### src/hdl/two_bone_elbow_position_assert.svh
// Assertion macros shared by the elbow position block.
`ifndef TWO_BONE_ELBOW_POSITION_ASSERT_SVH
`define TWO_BONE_ELBOW_POSITION_ASSERT_SVH

// Same-cycle implication, sampled on clk and disabled during reset.
`define TBEP_ASSERT_IMP(label, ante, cons, msg) \
  label: assert property (@(posedge clk) disable iff (!rst_n) (ante) |-> (cons)) \
    else $error(msg);

// Next-cycle implication, sampled on clk and disabled during reset.
`define TBEP_ASSERT_NXT(label, ante, cons, msg) \
  label: assert property (@(posedge clk) disable iff (!rst_n) (ante) |=> (cons)) \
    else $error(msg);

`endif

### src/hdl/tbep_pkg.sv
`default_nettype none
package tbep_pkg;

  // Unit vectors, cosine and sine are Q2.30.
  localparam int UNIT_BITS = 30;
  localparam int SQ_LAT    = 32;
  localparam int DIV_LAT   = UNIT_BITS;

  // Shortest orthogonal pole component that still counts (2^-10 in Q2.30).
  localparam logic [33:0] POLE_MIN = 34'd1048576;

  localparam logic [1:0] ST_NORMAL = 2'd0;
  localparam logic [1:0] ST_NEAR   = 2'd1;
  localparam logic [1:0] ST_POLE   = 2'd2;

  // A vector split into sign, pre-shift and scaled magnitudes.
  typedef struct packed {
    logic [2:0]       neg;
    logic [1:0]       k;
    logic [2:0][30:0] sc;
  } vprep_t;

  typedef struct packed {
    logic [2:0][31:0] sh;
    logic [30:0]      u;
    logic [30:0]      l;
    vprep_t           dp;
    vprep_t           pp;
  } ctx_a_t;

  typedef struct packed {
    ctx_a_t      a;
    logic [31:0] dlen;
    logic [31:0] plen;
    logic        near;
  } ctx_b_t;

  typedef struct packed {
    logic [2:0][31:0] sh;
    logic [30:0]      u;
    logic             near;
    logic [2:0]       dneg;
    logic [2:0]       pneg;
    logic             c_full;
    logic             c_neg;
    logic             c_sgn;
  } ctx_c_t;

  typedef struct packed {
    logic [2:0][31:0] sh;
    logic [30:0]      u;
    logic             near;
    logic [31:0]      c;
    logic [2:0][31:0] td;
  } ctx_d_t;

  typedef struct packed {
    ctx_d_t d;
    vprep_t qp;
  } ctx_e_t;

  typedef struct packed {
    ctx_d_t      d;
    logic [30:0] s;
    logic [2:0]  qneg;
    logic        pole_bad;
  } ctx_f_t;

endpackage
`default_nettype wire

### src/hdl/tbep_sqrt.sv
`default_nettype none
// Pipelined integer square root, one result bit per stage.
module tbep_sqrt import tbep_pkg::*; (
  input  wire logic        clk,
  input  wire logic        en,
  input  wire logic [63:0] radicand,
  output logic [31:0]      root
);

  logic [63:0] rem_r [SQ_LAT];
  logic [63:0] res_r [SQ_LAT];

  for (genvar j = 0; j < SQ_LAT; j++) begin : g_st
    localparam logic [63:0] BITV = 64'd1 << (62 - 2 * j);
    logic [63:0] v_in, r_in, trial, rem_nxt, res_nxt;

    if (j == 0) begin : g_first
      assign v_in = radicand;
      assign r_in = '0;
    end else begin : g_next
      assign v_in = rem_r[j-1];
      assign r_in = res_r[j-1];
    end

    always_comb begin
      trial = r_in + BITV;
      if (v_in >= trial) begin
        rem_nxt = v_in - trial;
        res_nxt = (r_in >> 1) + BITV;
      end else begin
        rem_nxt = v_in;
        res_nxt = r_in >> 1;
      end
    end

    always_ff @(posedge clk) begin
      if (en) begin
        rem_r[j] <= rem_nxt;
        res_r[j] <= res_nxt;
      end
    end
  end

  assign root = res_r[SQ_LAT-1][31:0];

endmodule
`default_nettype wire

### config.mk
export PLATFORM = sky130hd
export DESIGN_NAME = tbep_sqrt
export DESIGN_NICKNAME = d
export VERILOG_FILES = /design/src/hdl/two_bone_elbow_position_assert.svh /design/src/hdl/tbep_pkg.sv /design/src/hdl/tbep_sqrt.sv
export SDC_FILE = /design/constraint.sdc
export NUM_CORES = 2
export LEC_CHECK = 0
export BUFFER_PORTS_ARGS = -buffer_cell sky130_fd_sc_hd__buf_2
export CAP_MARGIN = 15
export CELL_PAD_IN_SITES_DETAIL_PLACEMENT = 0
export CELL_PAD_IN_SITES_GLOBAL_PLACEMENT = 1
export CORE_ASPECT_RATIO = 2
export CORE_UTILIZATION = 55
export CTS_BUF_LIST = sky130_fd_sc_hd__clkbuf_8
export CTS_CLUSTER_DIAMETER = 40
export DETAILED_ROUTE_END_ITERATION = 16
export MAX_ROUTING_LAYER = met4
export PLACE_DENSITY = 0.92
export REMOVE_ABC_BUFFERS = 1
export SKIP_LAST_GASP = 1
export SLEW_MARGIN = 20
export SYNTH_ARGS = -nofsm -noshare
export SYNTH_HDL_FRONTEND = slang
export SYNTH_SLANG_ARGS = --single-unit
### constraint.sdc
create_clock -name clk -period 4.9 [get_ports clk]
set_clock_uncertainty 0.2 [all_clocks]
set_input_delay 0.98 -clock clk [delete_from_list [all_inputs] [get_ports clk]]
set_output_delay 0.98 -clock clk [all_outputs]
set_load 0.05 [all_outputs]
# ---- After elaboration in Yosys (flattened, before gate mapping)
# Memory sizes are Yosys's and may differ from the RTL's.
# Index checks and enable logic that the tools add are counted.
dict set report word_totals {
  out_inout_bits 32
  word_cells 194
  input_bits 66
  ramBits 4096
  n_memories 2
  regBits 0
}
# name depth word_bits read_ports rd_ports_with_merged_regs write_ports line
set mem_list {}
lappend mem_list {rem_r 32 64 31 0 32 tbep_sqrt.sv:10} ;# logic [63:0] rem_r [SQ_LAT];
lappend mem_list {res_r 32 64 32 0 32 tbep_sqrt.sv:11} ;# logic [63:0] res_r [SQ_LAT];
dict set report classes {
  muxes 66
  magnitude_cmp 32
  add_sub_neg 94
}
# op n
set op_table {}
lappend op_table {{$mux W64} 63}
lappend op_table {{$ge A64 B64 Y1} 31}
lappend op_table {{$sub A64 B64 Y64} 31}
lappend op_table {{$add A63 B1 Y64 const B} 1}
lappend op_table {{$add A63 B11 Y64 const B} 1}
lappend op_table {{$add A63 B13 Y64 const B} 1}
lappend op_table {{$add A63 B15 Y64 const B} 1}
lappend op_table {{$add A63 B17 Y64 const B} 1}
lappend op_table {{$add A63 B19 Y64 const B} 1}
lappend op_table {{$add A63 B21 Y64 const B} 1}
lappend op_table {{$add A63 B23 Y64 const B} 1}
lappend op_table {{$add A63 B25 Y64 const B} 1}
lappend op_table {{$add A63 B27 Y64 const B} 1}
lappend op_table {{$add A63 B29 Y64 const B} 1}
lappend op_table {{$add A63 B3 Y64 const B} 1}
lappend op_table {{$add A63 B31 Y64 const B} 1}
lappend op_table {{$add A63 B33 Y64 const B} 1}
lappend op_table {{$add A63 B35 Y64 const B} 1}
lappend op_table {{$add A63 B37 Y64 const B} 1}
lappend op_table {{$add A63 B39 Y64 const B} 1}
lappend op_table {{$add A63 B41 Y64 const B} 1}
lappend op_table {{$add A63 B43 Y64 const B} 1}
lappend op_table {{$add A63 B45 Y64 const B} 1}
lappend op_table {{$add A63 B47 Y64 const B} 1}
lappend op_table {{45 further kinds} 46}

# ---- Logic depth before layout (Yosys ltp)
# An unclocked memory read counts as a cell.
dict set report logic_depth {
  ltp_word 4
  ltp_mapped 15
  depth_no_buf 13
}

# ---- Least setup slack after synthesis
# Ideal clock, no wire load.
dict set report synth_timing {
  path_kind {register to register}
  start {memory rem_r[16][33], in the netlist rem_r[1][33]}
  end {memory rem_r[17][37], in the netlist rem_r[1][101] (data pin)}
  n_path_buf 2
  t_arrival_ns 3.303
  stages_incl_launch_ff 12
  setup_time_ns 0.254
  synth_period_minus_slack_ns 3.757
  required_time_ns 4.446
  setup_slack_ns 1.143
  path_cell_list {edfxtp_1 > ha_1 > a21o_1 > a2111oi_1 > nor2_1 > o41a_1 > nor2_1 > a21oi_1 > or4_1 > buf_2 > buf_1 > o21a_1}
}
# item line
set synth_lines {}
lappend synth_lines {{start: declaration} tbep_sqrt.sv:10}

==> results.toml <==
[status]
status = "complete, no violations"

[routing]
detailedRoute.firstIterationViolations = 4546
postRouteAntennaNets = 0
detail_route.wirelength.met1_microns = 79000
viasPerCell = 6.02
routedWlPerCell_microns = 25.1
totalWireLength_microns = 331000
number_of_vias_in_the_routed_layout = 79400
route.detailed.drc = 0
drt-pass1-iter-count = 6
met3WireLength_microns = 12400
met2WireLength_microns = 193000
top_layer = "met4"

[power]
p_per_area_nw_per_um2 = 452
leakage_nw = 50.9
power.sequential.fraction = 0.490
switching_share = 0.317
power.clock.fraction = 0.269
comb_power_share = 0.242
worst_ir_drop_vdd_uv = 411
design_power_total_mw = 60.2
p_switching_mw = 19.1
internal_power_mw = 41.1

[sta]
hold_viol_final = 0
max_slew.worst_pin.slew_ns = 1.16
report.final.slew_viol_count = 0
slew-limit-headroom = 0.217
maximum_clock_frequency_mhz = 209
rsz_0062_raised_after_global_routing = "false"
final_setup_violation_count = 0
tns_ns = 0
hold_ws_ns = 0.107
finalWorstPathRequiredPeriod_ns = 4.78
postLayoutSetupSlackWorst_ns = 0.116
post-route-period-util = 0.976

[global_routing]
first_pass_grt_wire_length_microns = 485000
largest_net_degree_at_the_start_of_global_routing = 160
first_global_vias = 85300
overall_track_demand_over_capacity_in_global_routing = 0.308
globalRoute.totalOverflow = 0
initial_antenna_violation_count = 16

[clocking]
tritoncts = "done"
clk-insertion-delay-late_ns = 1.04
numCtsBuffers = 351
clock_pin_slew_worst_setup_and_hold_paths_ns = 0.07
clock_tree.buffer_depth = 4
ctsHtreeMaxLevel = 5
clock_sink_count = 2512
cts_root_buffer = "clkbuf_8"

[floorplanning]
die_h_microns = 663
core-area_sq_um = 217000
die-area_sq_um = 220000
placementRows = 242
io_pins = 98
start_util = 0.553
chipWidth_microns = 332

[layout]
post_route_cells_drive_above_1_share = 0.0995
top_library_cells_by_usage_in_the_layout_fill_and_taps_aside = "edfxtp_1 (2512), inv_1 (769), nor2_1 (670), a21oi_1 (634), nand2_1 (579)"
final-instance-count-excl-fill = 13200
nets = 10700
growth_of_design_area_from_synthesis_to_finish_pct = 11.0
final_util = 0.614
fill_cell_total_of_the_finished_layout = 16100
mostFrequentLayoutCell = "edfxtp_1"
finish.instance_area_sq_um = 133000

[setup_path]
crit_path_start_kind = "flop"
worst_ep_arrival_time_ns = 5.29
worstSetupEndpointType = "flop"
critical_path_required_ns = 5.41
timing.critical_path.fanout_max = 6
timing_worst_setup_path_type = "flop to flop"

[flow_run]
timing.max_cap.violations = 0

[synth]
yosys.cell_types.count = 97
synth.ff_latch_count = 2512
synth_seq_area_share = 0.628
synth_area_per_cell_sq_um = 12.6
netlist_area_sq_um = 120000
post_synth_inst_count = 9507
synth-edff-count = 2512
async_flop_share = 0
synth_warnings = 0
synth_top_flop_cell = "edfxtp_1"

[min_path]
hold_path.class = "primary input to flop"

[placement]
place_congestion = 0.992
placedInstanceArea_sq_um = 126000
dp.cells = 12500
setup_slack_after_placement_ns = -0.0388
detailed_place_hpwl_microns = 249000
place.port_buffers = 97
-- routing by layer --
layer / vias up / track usage
met5: - / -
met4: 0 / 0.363
met3: 1627 / 0.0464
met2: 2626 / 0.616
met1: 38400 / 0.183
li1: 36800 / -
-- power groups by stage --
stage          Combinational (mW)  Sequential, mW  Clock, mW
5_1_grt                      15.8            29.7       17.2
2_1_floorplan                9.60            29.0          0
3_5_place_dp                 14.2            29.8          0
6_report                     14.5            29.5       16.2
3_3_place_gp                 13.9            29.7          0
4_1_cts                      14.4            29.4       16.3
-- worst paths after layout --
path	from	endpoint	slack [ns]	cells past startpoint
worst max-delay path	rem_r[1][713]	rem_r[1][830]	0.12	11
worst min-delay path	radicand[63]	rem_r[0][63]	0.11	3
worst max register to register	rem_r[1][713]	rem_r[1][830]	0.12	11
worst min register to register	res_r[1][609]	res_r[1][672]	0.19	0
-- flip-flops by register name, indices dropped and copies added, names as in the netlist --
signal and flops:
rem_r 1984, res_r 528
-- Yosys cell counts (18+ instances only) --
master,n,area (sq um)
inv_1,686,2570
nand2_1,579,2170
xor2_1,398,3490
xnor2_1,488,4270
a31oi_1,50,313
nor3_1,254,1270
nor2_1,670,2510
edfxtp_1,2512,75400
nor4b_1,44,385
a211oi_1,39,293
mux2_2,96,1080
and2_1,26,163
nand3b_1,34,255
or3_1,88,551
nor2b_1,71,444
nand4b_1,27,236
or2_2,36,225
a21oi_1,634,3170
nand4_1,157,982
nand3_1,147,736
o21ai_0,400,2000
and3_1,46,288
ha_1,558,6980
nor3b_1,25,188
or4_1,68,510
and4_1,18,158
clkbuf_1,160,601
o21a_1,100,751
o31ai_1,33,248
nor4_1,348,2180
o21bai_1,49,368
nand2b_1,108,676
a21o_1,249,1870
a21boi_0,23,173
o211ai_1,41,308
-- logic make-up after synthesis --
logic type | synth area share
muxes | 0.00934
adders and majority gates | 0.0582
xor gates and xnor gates | 0.0646
and+or+nand+nor | 0.119
buffers and inverters | 0.0275
AOI/OAI and AO/OA | 0.0925
DFF | 0.628
-- repair_timing --
action                                  in CTS  in global routing
endpoints found under the setup margin       7                  0
hold buffers                                62                  0
endpoints found under the hold margin       62                  0
buffers inserted                             2                  0
gates resized for setup                      1                  0
-- area by class of cell --
cell class | count | area [sq um] | area share
flip-flops and latches | 2512 | 75400 | 0.566
well taps | 2806 | 3510 | 0.0263
diodes | 14 | 35.0 | 0.000263
inverters | 689 | 2590 | 0.0194
repair buffers | 435 | 3490 | 0.0262
multi-input cells | 6120 | 41500 | 0.311
clock buffers | 353 | 4860 | 0.0365
clock inverters | 269 | 1840 | 0.0138
-- worst max-delay path, stage by stage, from the launching register on --
cell	delay, ns
edfxtp_1	0.39
ha_1	0.39
a21o_1	0.20
a21oi_1	0.26
o221ai_1	0.24
a41oi_1	0.72
a31o_2	0.37
nor2_1	0.07
o21ai_0	0.60
o21ai_0	0.56
nor3_1	0.33
xor2_1	0.11
(Power assumes the default switching activity.)
