### config.mk
export PLATFORM = sky130hd
export DESIGN_NAME = tbep_div
export DESIGN_NICKNAME = d
export VERILOG_FILES = /design/src/hdl/two_bone_elbow_position_assert.svh /design/src/hdl/tbep_pkg.sv /design/src/hdl/tbep_div.sv
export SDC_FILE = /design/constraint.sdc
export NUM_CORES = 2
export LEC_CHECK = 0
export BUFFER_PORTS_ARGS = -buffer_cell sky130_fd_sc_hd__buf_2
export CAP_MARGIN = 20
export CORE_ASPECT_RATIO = 0.7
export CORE_MARGIN = 2
export CORE_UTILIZATION = 69
export DETAILED_ROUTE_END_ITERATION = 16
export PLACE_DENSITY = 0.86
export SLEW_MARGIN = 0
export SYNTH_ARGS = -nofsm -noshare
export SYNTH_HDL_FRONTEND = slang
export SYNTH_SLANG_ARGS = --single-unit
### constraint.sdc
create_clock -name clk -period 6.8 [get_ports clk]
set_input_delay 0.34 -clock clk [delete_from_list [all_inputs] [get_ports clk]]
set_output_delay 0.34 -clock clk [all_outputs]
set_load 0.005 [all_outputs]
### src/hdl/two_bone_elbow_position_assert.svh
// Assertion macros shared by the elbow position block.
`ifndef TWO_BONE_ELBOW_POSITION_ASSERT_SVH
`define TWO_BONE_ELBOW_POSITION_ASSERT_SVH

// Same-cycle implication, sampled on clk and disabled during reset.
`define TBEP_ASSERT_IMP(label, ante, cons, msg) \
  label: assert property (@(posedge clk) disable iff (!rst_n) (ante) |-> (cons)) \
    else $error(msg);

// Next-cycle implication, sampled on clk and disabled during reset.
`define TBEP_ASSERT_NXT(label, ante, cons, msg) \
  label: assert property (@(posedge clk) disable iff (!rst_n) (ante) |=> (cons)) \
    else $error(msg);

`endif

### src/hdl/tbep_pkg.sv
`default_nettype none
package tbep_pkg;

  // Unit vectors, cosine and sine are Q2.30.
  localparam int UNIT_BITS = 30;
  localparam int SQ_LAT    = 32;
  localparam int DIV_LAT   = UNIT_BITS;

  // Shortest orthogonal pole component that still counts (2^-10 in Q2.30).
  localparam logic [33:0] POLE_MIN = 34'd1048576;

  localparam logic [1:0] ST_NORMAL = 2'd0;
  localparam logic [1:0] ST_NEAR   = 2'd1;
  localparam logic [1:0] ST_POLE   = 2'd2;

  // A vector split into sign, pre-shift and scaled magnitudes.
  typedef struct packed {
    logic [2:0]       neg;
    logic [1:0]       k;
    logic [2:0][30:0] sc;
  } vprep_t;

  typedef struct packed {
    logic [2:0][31:0] sh;
    logic [30:0]      u;
    logic [30:0]      l;
    vprep_t           dp;
    vprep_t           pp;
  } ctx_a_t;

  typedef struct packed {
    ctx_a_t      a;
    logic [31:0] dlen;
    logic [31:0] plen;
    logic        near;
  } ctx_b_t;

  typedef struct packed {
    logic [2:0][31:0] sh;
    logic [30:0]      u;
    logic             near;
    logic [2:0]       dneg;
    logic [2:0]       pneg;
    logic             c_full;
    logic             c_neg;
    logic             c_sgn;
  } ctx_c_t;

  typedef struct packed {
    logic [2:0][31:0] sh;
    logic [30:0]      u;
    logic             near;
    logic [31:0]      c;
    logic [2:0][31:0] td;
  } ctx_d_t;

  typedef struct packed {
    ctx_d_t d;
    vprep_t qp;
  } ctx_e_t;

  typedef struct packed {
    ctx_d_t      d;
    logic [30:0] s;
    logic [2:0]  qneg;
    logic        pole_bad;
  } ctx_f_t;

endpackage
`default_nettype wire

### src/hdl/tbep_div.sv
`default_nettype none
// Pipelined fractional divider: floor(num * 2^30 / den) for num < den,
// 2^30 when num >= den and zero when den is zero. One quotient bit per stage.
module tbep_div import tbep_pkg::*; #(
  parameter int W = 32
) (
  input  wire logic               clk,
  input  wire logic               en,
  input  wire logic [W-1:0]       num,
  input  wire logic [W-1:0]       den,
  output logic [UNIT_BITS:0]      quot
);

  logic [W-1:0]         rem_r  [DIV_LAT];
  logic [W-1:0]         den_r  [DIV_LAT];
  logic [UNIT_BITS-1:0] q_r    [DIV_LAT];
  logic                 zero_r [DIV_LAT];
  logic                 full_r [DIV_LAT];

  for (genvar j = 0; j < DIV_LAT; j++) begin : g_st
    logic [W-1:0]         rem_in, den_in, rem_nxt;
    logic [UNIT_BITS-1:0] q_in, q_nxt;
    logic                 zero_in, full_in;
    logic [W:0]           t;
    logic                 ge;

    if (j == 0) begin : g_first
      assign rem_in  = num;
      assign den_in  = den;
      assign q_in    = '0;
      assign zero_in = (den == '0);
      assign full_in = (num >= den);
    end else begin : g_next
      assign rem_in  = rem_r[j-1];
      assign den_in  = den_r[j-1];
      assign q_in    = q_r[j-1];
      assign zero_in = zero_r[j-1];
      assign full_in = full_r[j-1];
    end

    always_comb begin
      t  = {rem_in, 1'b0};
      ge = (t >= {1'b0, den_in});
      rem_nxt = ge ? W'(t - {1'b0, den_in}) : t[W-1:0];
      q_nxt   = {q_in[UNIT_BITS-2:0], ge};
    end

    always_ff @(posedge clk) begin
      if (en) begin
        rem_r[j]  <= rem_nxt;
        den_r[j]  <= den_in;
        q_r[j]    <= q_nxt;
        zero_r[j] <= zero_in;
        full_r[j] <= full_in;
      end
    end
  end

  assign quot = zero_r[DIV_LAT-1] ? '0 :
                full_r[DIV_LAT-1] ? (UNIT_BITS+1)'(1) << UNIT_BITS :
                {1'b0, q_r[DIV_LAT-1]};

endmodule
`default_nettype wire

After elaboration in Yosys (flattened, before gate mapping)
Memories as Yosys holds them, arrays and structs flattened.
Index checks and enable logic that the tools add are counted.
{"block": "totals", "ff_bits": 0, "ram_bits": 2880, "input_bits": 66, "word_cells": 101, "mem_count": 5}
{"block": "op_classes", "n_addsub": 30, "magnitude_cmp": 31, "mux": 34, "reduce_logical": 1}
{"memory": "den_r", "depth": 30, "width": 32, "rd": 29, "rd_clocked_by_memory_dff": 0, "write_ports": 30, "line_no": "tbep_div.sv:15", "rtl": "logic [W-1:0] den_r [DIV_LAT];"}
{"memory": "rem_r", "depth": 30, "width": 32, "rd": 29, "rd_clocked_by_memory_dff": 0, "write_ports": 30, "line_no": "tbep_div.sv:14", "rtl": "logic [W-1:0] rem_r [DIV_LAT];"}
{"memory": "q_r", "depth": 30, "width": 30, "rd": 30, "rd_clocked_by_memory_dff": 0, "write_ports": 30, "line_no": "tbep_div.sv:16", "rtl": "logic [UNIT_BITS-1:0] q_r [DIV_LAT];"}
{"memory": "full_r", "depth": 30, "width": 1, "rd": 30, "rd_clocked_by_memory_dff": 0, "write_ports": 30, "line_no": "tbep_div.sv:18", "rtl": "logic full_r [DIV_LAT];"}
{"memory": "zero_r", "depth": 30, "width": 1, "rd": 30, "rd_clocked_by_memory_dff": 0, "write_ports": 30, "line_no": "tbep_div.sv:17", "rtl": "logic zero_r [DIV_LAT];"}
{"op": ">= comparator 33 x 32 -> 1 bit", "n": 30}
{"op": "2-to-1 mux 32 bit", "n": 30}
{"op": "subtractor 32 bit", "n": 30}
{"op": "2-to-1 mux 31 bit", "n": 2}
{"op": ">= comparator 32 bit", "n": 1}
{"op": "zero test 32 bit", "n": 1}
{"op": "2-to-1 mux 1 bit", "n": 2}

Logic depth before layout (Yosys ltp)
An unclocked memory read counts as a cell.
{"block": "logic_depth", "ltp_word": 3, "mapped_depth": 16, "ltp_nobuf": 13}

Worst setup path after synthesis
OpenSTA, ideal clock, no wires.
{"block": "synth_path", "kind": "register -> register", "from": "memory rem_r[23][0]", "to": "memory rem_r[24][13] (data pin)", "arrival_time_ps": 3054, "setup_slack_ps": 3487, "stages_incl_launch_ff": 13, "path_buffers": 1, "synth_period_minus_slack_ps": 3313, "cell_sequence": "edfxtp_1 ha_1 nor2b_1 o31a_1 o31a_1 o21ai_2 a21oi_2 a311oi_4 o31a_1 a211oi_1 nor4b_4 buf_4 mux2_2"}
{"item": "start, declared", "line_no": "tbep_div.sv:14"}

==> flow_metrics.env <==
export IMPL_finalCriticalPeriod_ns=4.99
export IMPL_start_kind="flip-flop"
export IMPL_synthCells=11801
export IMPL_synth_edff_count=2381
export IMPL_power_internal_uw=43100
export IMPL_root_buffer="clkbuf_16"
export IMPL_reg2reg_to="rem_r[16][7]"
export IMPL_setup_viol=0
export IMPL_r2r_cells=13
export IMPL_worstReg2RegStart="den_r[15][4]"
export IMPL_die_area_um2=196000
export IMPL_path_class="reg -> reg"
export IMPL_min_from="en"
export IMPL_slowest_delay_ns=0.81
export IMPL_groute_usage_overall=0.331
export IMPL_start_util=0.695
export IMPL_grt_pass1_wl_mm=509
export IMPL_p_leak_uw=0.0593
export IMPL_antenna_found_initial=10
export IMPL_critical_path_cell_chain="inv_1, ha_1, o21a_1, o21ai_0, a21boi_0, a21boi_1, o21ai_0, a211oi_1, nor2_1, o21ai_0, a21oi_4, buf_4, mux2_2"
export IMPL_final_cell_mix="edfxtp_1, inv_1, a21oi_1"
export IMPL_io_buffers=96
export IMPL_cts_buffers=227
export IMPL_cts_tree="done"
export IMPL_critical_path_slowest_cell="a21oi_4"
export IMPL_mostFrequentLayoutCell="edfxtp_1"
export IMPL_htreeDepth=4
export IMPL_power_switching_uw=28200
export IMPL_core_area_um2=191000
export IMPL_clock_sinks=2381
export IMPL_gp_congestion=0.967
export IMPL_slew_viol_final=0
export IMPL_wirelength_mm=331
export IMPL_fp_row_count=134
export IMPL_ant_nets=0
export IMPL_status="completed"
export IMPL_dieHeight_um=371
export IMPL_drt_pass1_iterations=9
export IMPL_seqPwrFrac=0.346
export IMPL_nNetsFinal=13064
export IMPL_ys_async_sr_fraction=0
export IMPL_synth_cell_type_count=106
export IMPL_regToRegSetupSlack_ns=1.81
export IMPL_grt_pass1_vias=89279
export IMPL_clock_power_share=0.185
export IMPL_insertion_delay_ns=0.89
export IMPL_holdPathStages=1
export IMPL_fill_cells=12051
export IMPL_ioPinCount=97
export IMPL_die_w_um=528
export IMPL_place_ws_ns=1.98
export IMPL_synth_net_count=12887
export IMPL_worst_pin_slew_ns=1.15
export IMPL_max_slew_margin=0.211
export IMPL_fin_util=0.756
export IMPL_period_share=0.733
export IMPL_clk_path_buf_depth=4
export IMPL_cap_violations=0
export IMPL_place_detailed_hpwl_mm=241
export IMPL_critPathMaxFanout=43
export IMPL_worstPathArrival_ns=5.62
export IMPL_wire_per_inst_um=22.5
export IMPL_cp_required_ns=7.44
export IMPL_power_uw=71300
export IMPL_cts_clk_slew_worst_paths_ns=0.06
export IMPL_p_sw_frac=0.396
export IMPL_drc=0
export IMPL_p_comb_frac=0.469
export IMPL_ys_warn_count=0
export IMPL_drive_gt1_frac=0.0705
export IMPL_cp_common_cell="o21ai_0"
export IMPL_ys_flop_type="edfxtp_1"
export IMPL_holdWs_ns=0.0259
export IMPL_drt_initial_drc_count=12014
export IMPL_hold_class="in -> reg"
export IMPL_ys_seq_area_frac=0.539
export IMPL_endpoint_kind="flip-flop"
export IMPL_ys_ff_latch=2381
export IMPL_fin_ws_ns=1.81
export IMPL_hold_viol=0
export IMPL_hold_path_end="q_r[10][2]"
export IMPL_area_growth_synth_to_final_pct=8.66
export IMPL_overflow=0
export IMPL_cts_repair_resized=0
export IMPL_syn_area_per_cell_um2=11.2
export IMPL_grt_max_degree=193
export IMPL_syn_cell_area_um2=133000
export IMPL_post_cts_buffers=0
export IMPL_rsz0062_at_grt="false"
export IMPL_vias=93785
export IMPL_powerDensity_nw_per_um2=494
export IMPL_ir_drop_mv=0.347
export IMPL_clock_skew_ns=0.0736
export IMPL_fmax_mhz=201
export IMPL_fin_tns_setup_ns=0
export IMPL_vias_per_cell=6.39
[cell usage after synthesis, types with 18 or more instances]
master	n	area share
a2111oi_0	20	0.0013
a211o_1	37	0.0024
a211oi_1	63	0.0036
a21boi_0	29	0.0016
a21o_1	506	0.029
a21oi_1	1014	0.038
a221o_1	18	0.0014
a221oi_1	24	0.0016
a31o_2	22	0.0015
a31oi_1	88	0.0041
and2_1	85	0.0040
and3_1	89	0.0042
buf_2	68	0.0026
clkbuf_1	179	0.0051
edfxtp_1	2381	0.54
fa_1	29	0.0044
ha_1	991	0.093
inv_1	1177	0.033
mux2_2	214	0.018
nand2_1	808	0.023
nand2b_1	177	0.0083
nand3_1	183	0.0069
nand4_1	147	0.0069
nor2_1	738	0.021
nor2b_1	149	0.0070
nor3_1	117	0.0044
nor4_1	41	0.0019
o2111ai_1	19	0.0013
o211ai_1	31	0.0018
o21a_1	146	0.0083
o21ai_0	818	0.031
o21ai_1	37	0.0014
o21bai_1	94	0.0053
o31a_1	31	0.0020
o31ai_1	66	0.0037
o41ai_1	19	0.0013
or2_2	38	0.0018
or3_1	39	0.0018
xnor2_1	462	0.030
xor2_1	323	0.021
[cell type report]
type                            count  area (um^2)  area share
Antenna cell                        2         5.00   0.0000347
Clock buffer                      253         5800      0.0402
Clock inverter                    162         1840      0.0128
Inverter                         1179         4430      0.0307
Multi-Input combinational cell   7970        55700       0.386
Sequential cell                  2381        71500       0.496
Tap cell                         2516         3150      0.0218
Timing Repair Buffer              219         1760      0.0122
[flip-flops by register name, indices dropped and copies added, names as in the netlist]
signal,flops
q_r,465
full_r,30
den_r,928
zero_r,30
rem_r,928
[metrics by stage]
stage	area (um^2)	instances
floorplan	133000	11801
global placement	136000	14202
detailed placement	136000	14202
CTS	144000	14680
global route	144000	14680
finish	144000	14682
[logic make-up after synthesis]
logic type | share of synthesized area
buf+inv | 0.0425
flops | 0.539
simple gates | 0.0947
xor+xnor | 0.0518
fa+ha+maj | 0.0978
compound gates | 0.154
mux | 0.0202
[worst max path at each step]
stage | startpoint | end
floorplan | rem_r[23][0] | rem_r[24][13]
global placement | den_r[26][1] | rem_r[27][3]
detailed placement | rem_r[15][0] | rem_r[16][3]
CTS | rem_r[15][0] | rem_r[16][7]
global route | den_r[15][1] | rem_r[16][7]
finish | den_r[15][4] | rem_r[16][7]
[worst max-delay path: cells and delay by family, from the launching register on]
kind                       cells  cell delay, ns
DFF                            1            0.45
adders and majority gates      1            0.31
AOI/OAI and AO/OA              8            2.74
muxes                          1            0.38
buffers and inverters          2            0.53
and+or+nand+nor                1            0.31
[power by group through the flow]
stage          combinational [uW]  sequential (uW)  clock [uW]
2_1_floorplan               24900            23300           0
3_3_place_gp                31000            24700           0
3_5_place_dp                32100            24800           0
4_1_cts                     32600            24600       13300
5_1_grt                     36500            24900       13900
6_report                    33400            24700       13200
[per-layer routing]
metal	vias to the layer above	wire [um]	global-route usage
met5	-	84	0
met2	4505	149000	0.519
li1	43499	-	-
met1	45009	140000	0.472
met4	12	10800	0.0995
met3	760	31000	0.0636
[what timing repair did]
action | in CTS | in global routing
hold buffers | 63 | 0
endpoints found under the setup margin | 0 | 0
hold endpoints to repair | 66 | 0
(Power assumes the default switching activity.)
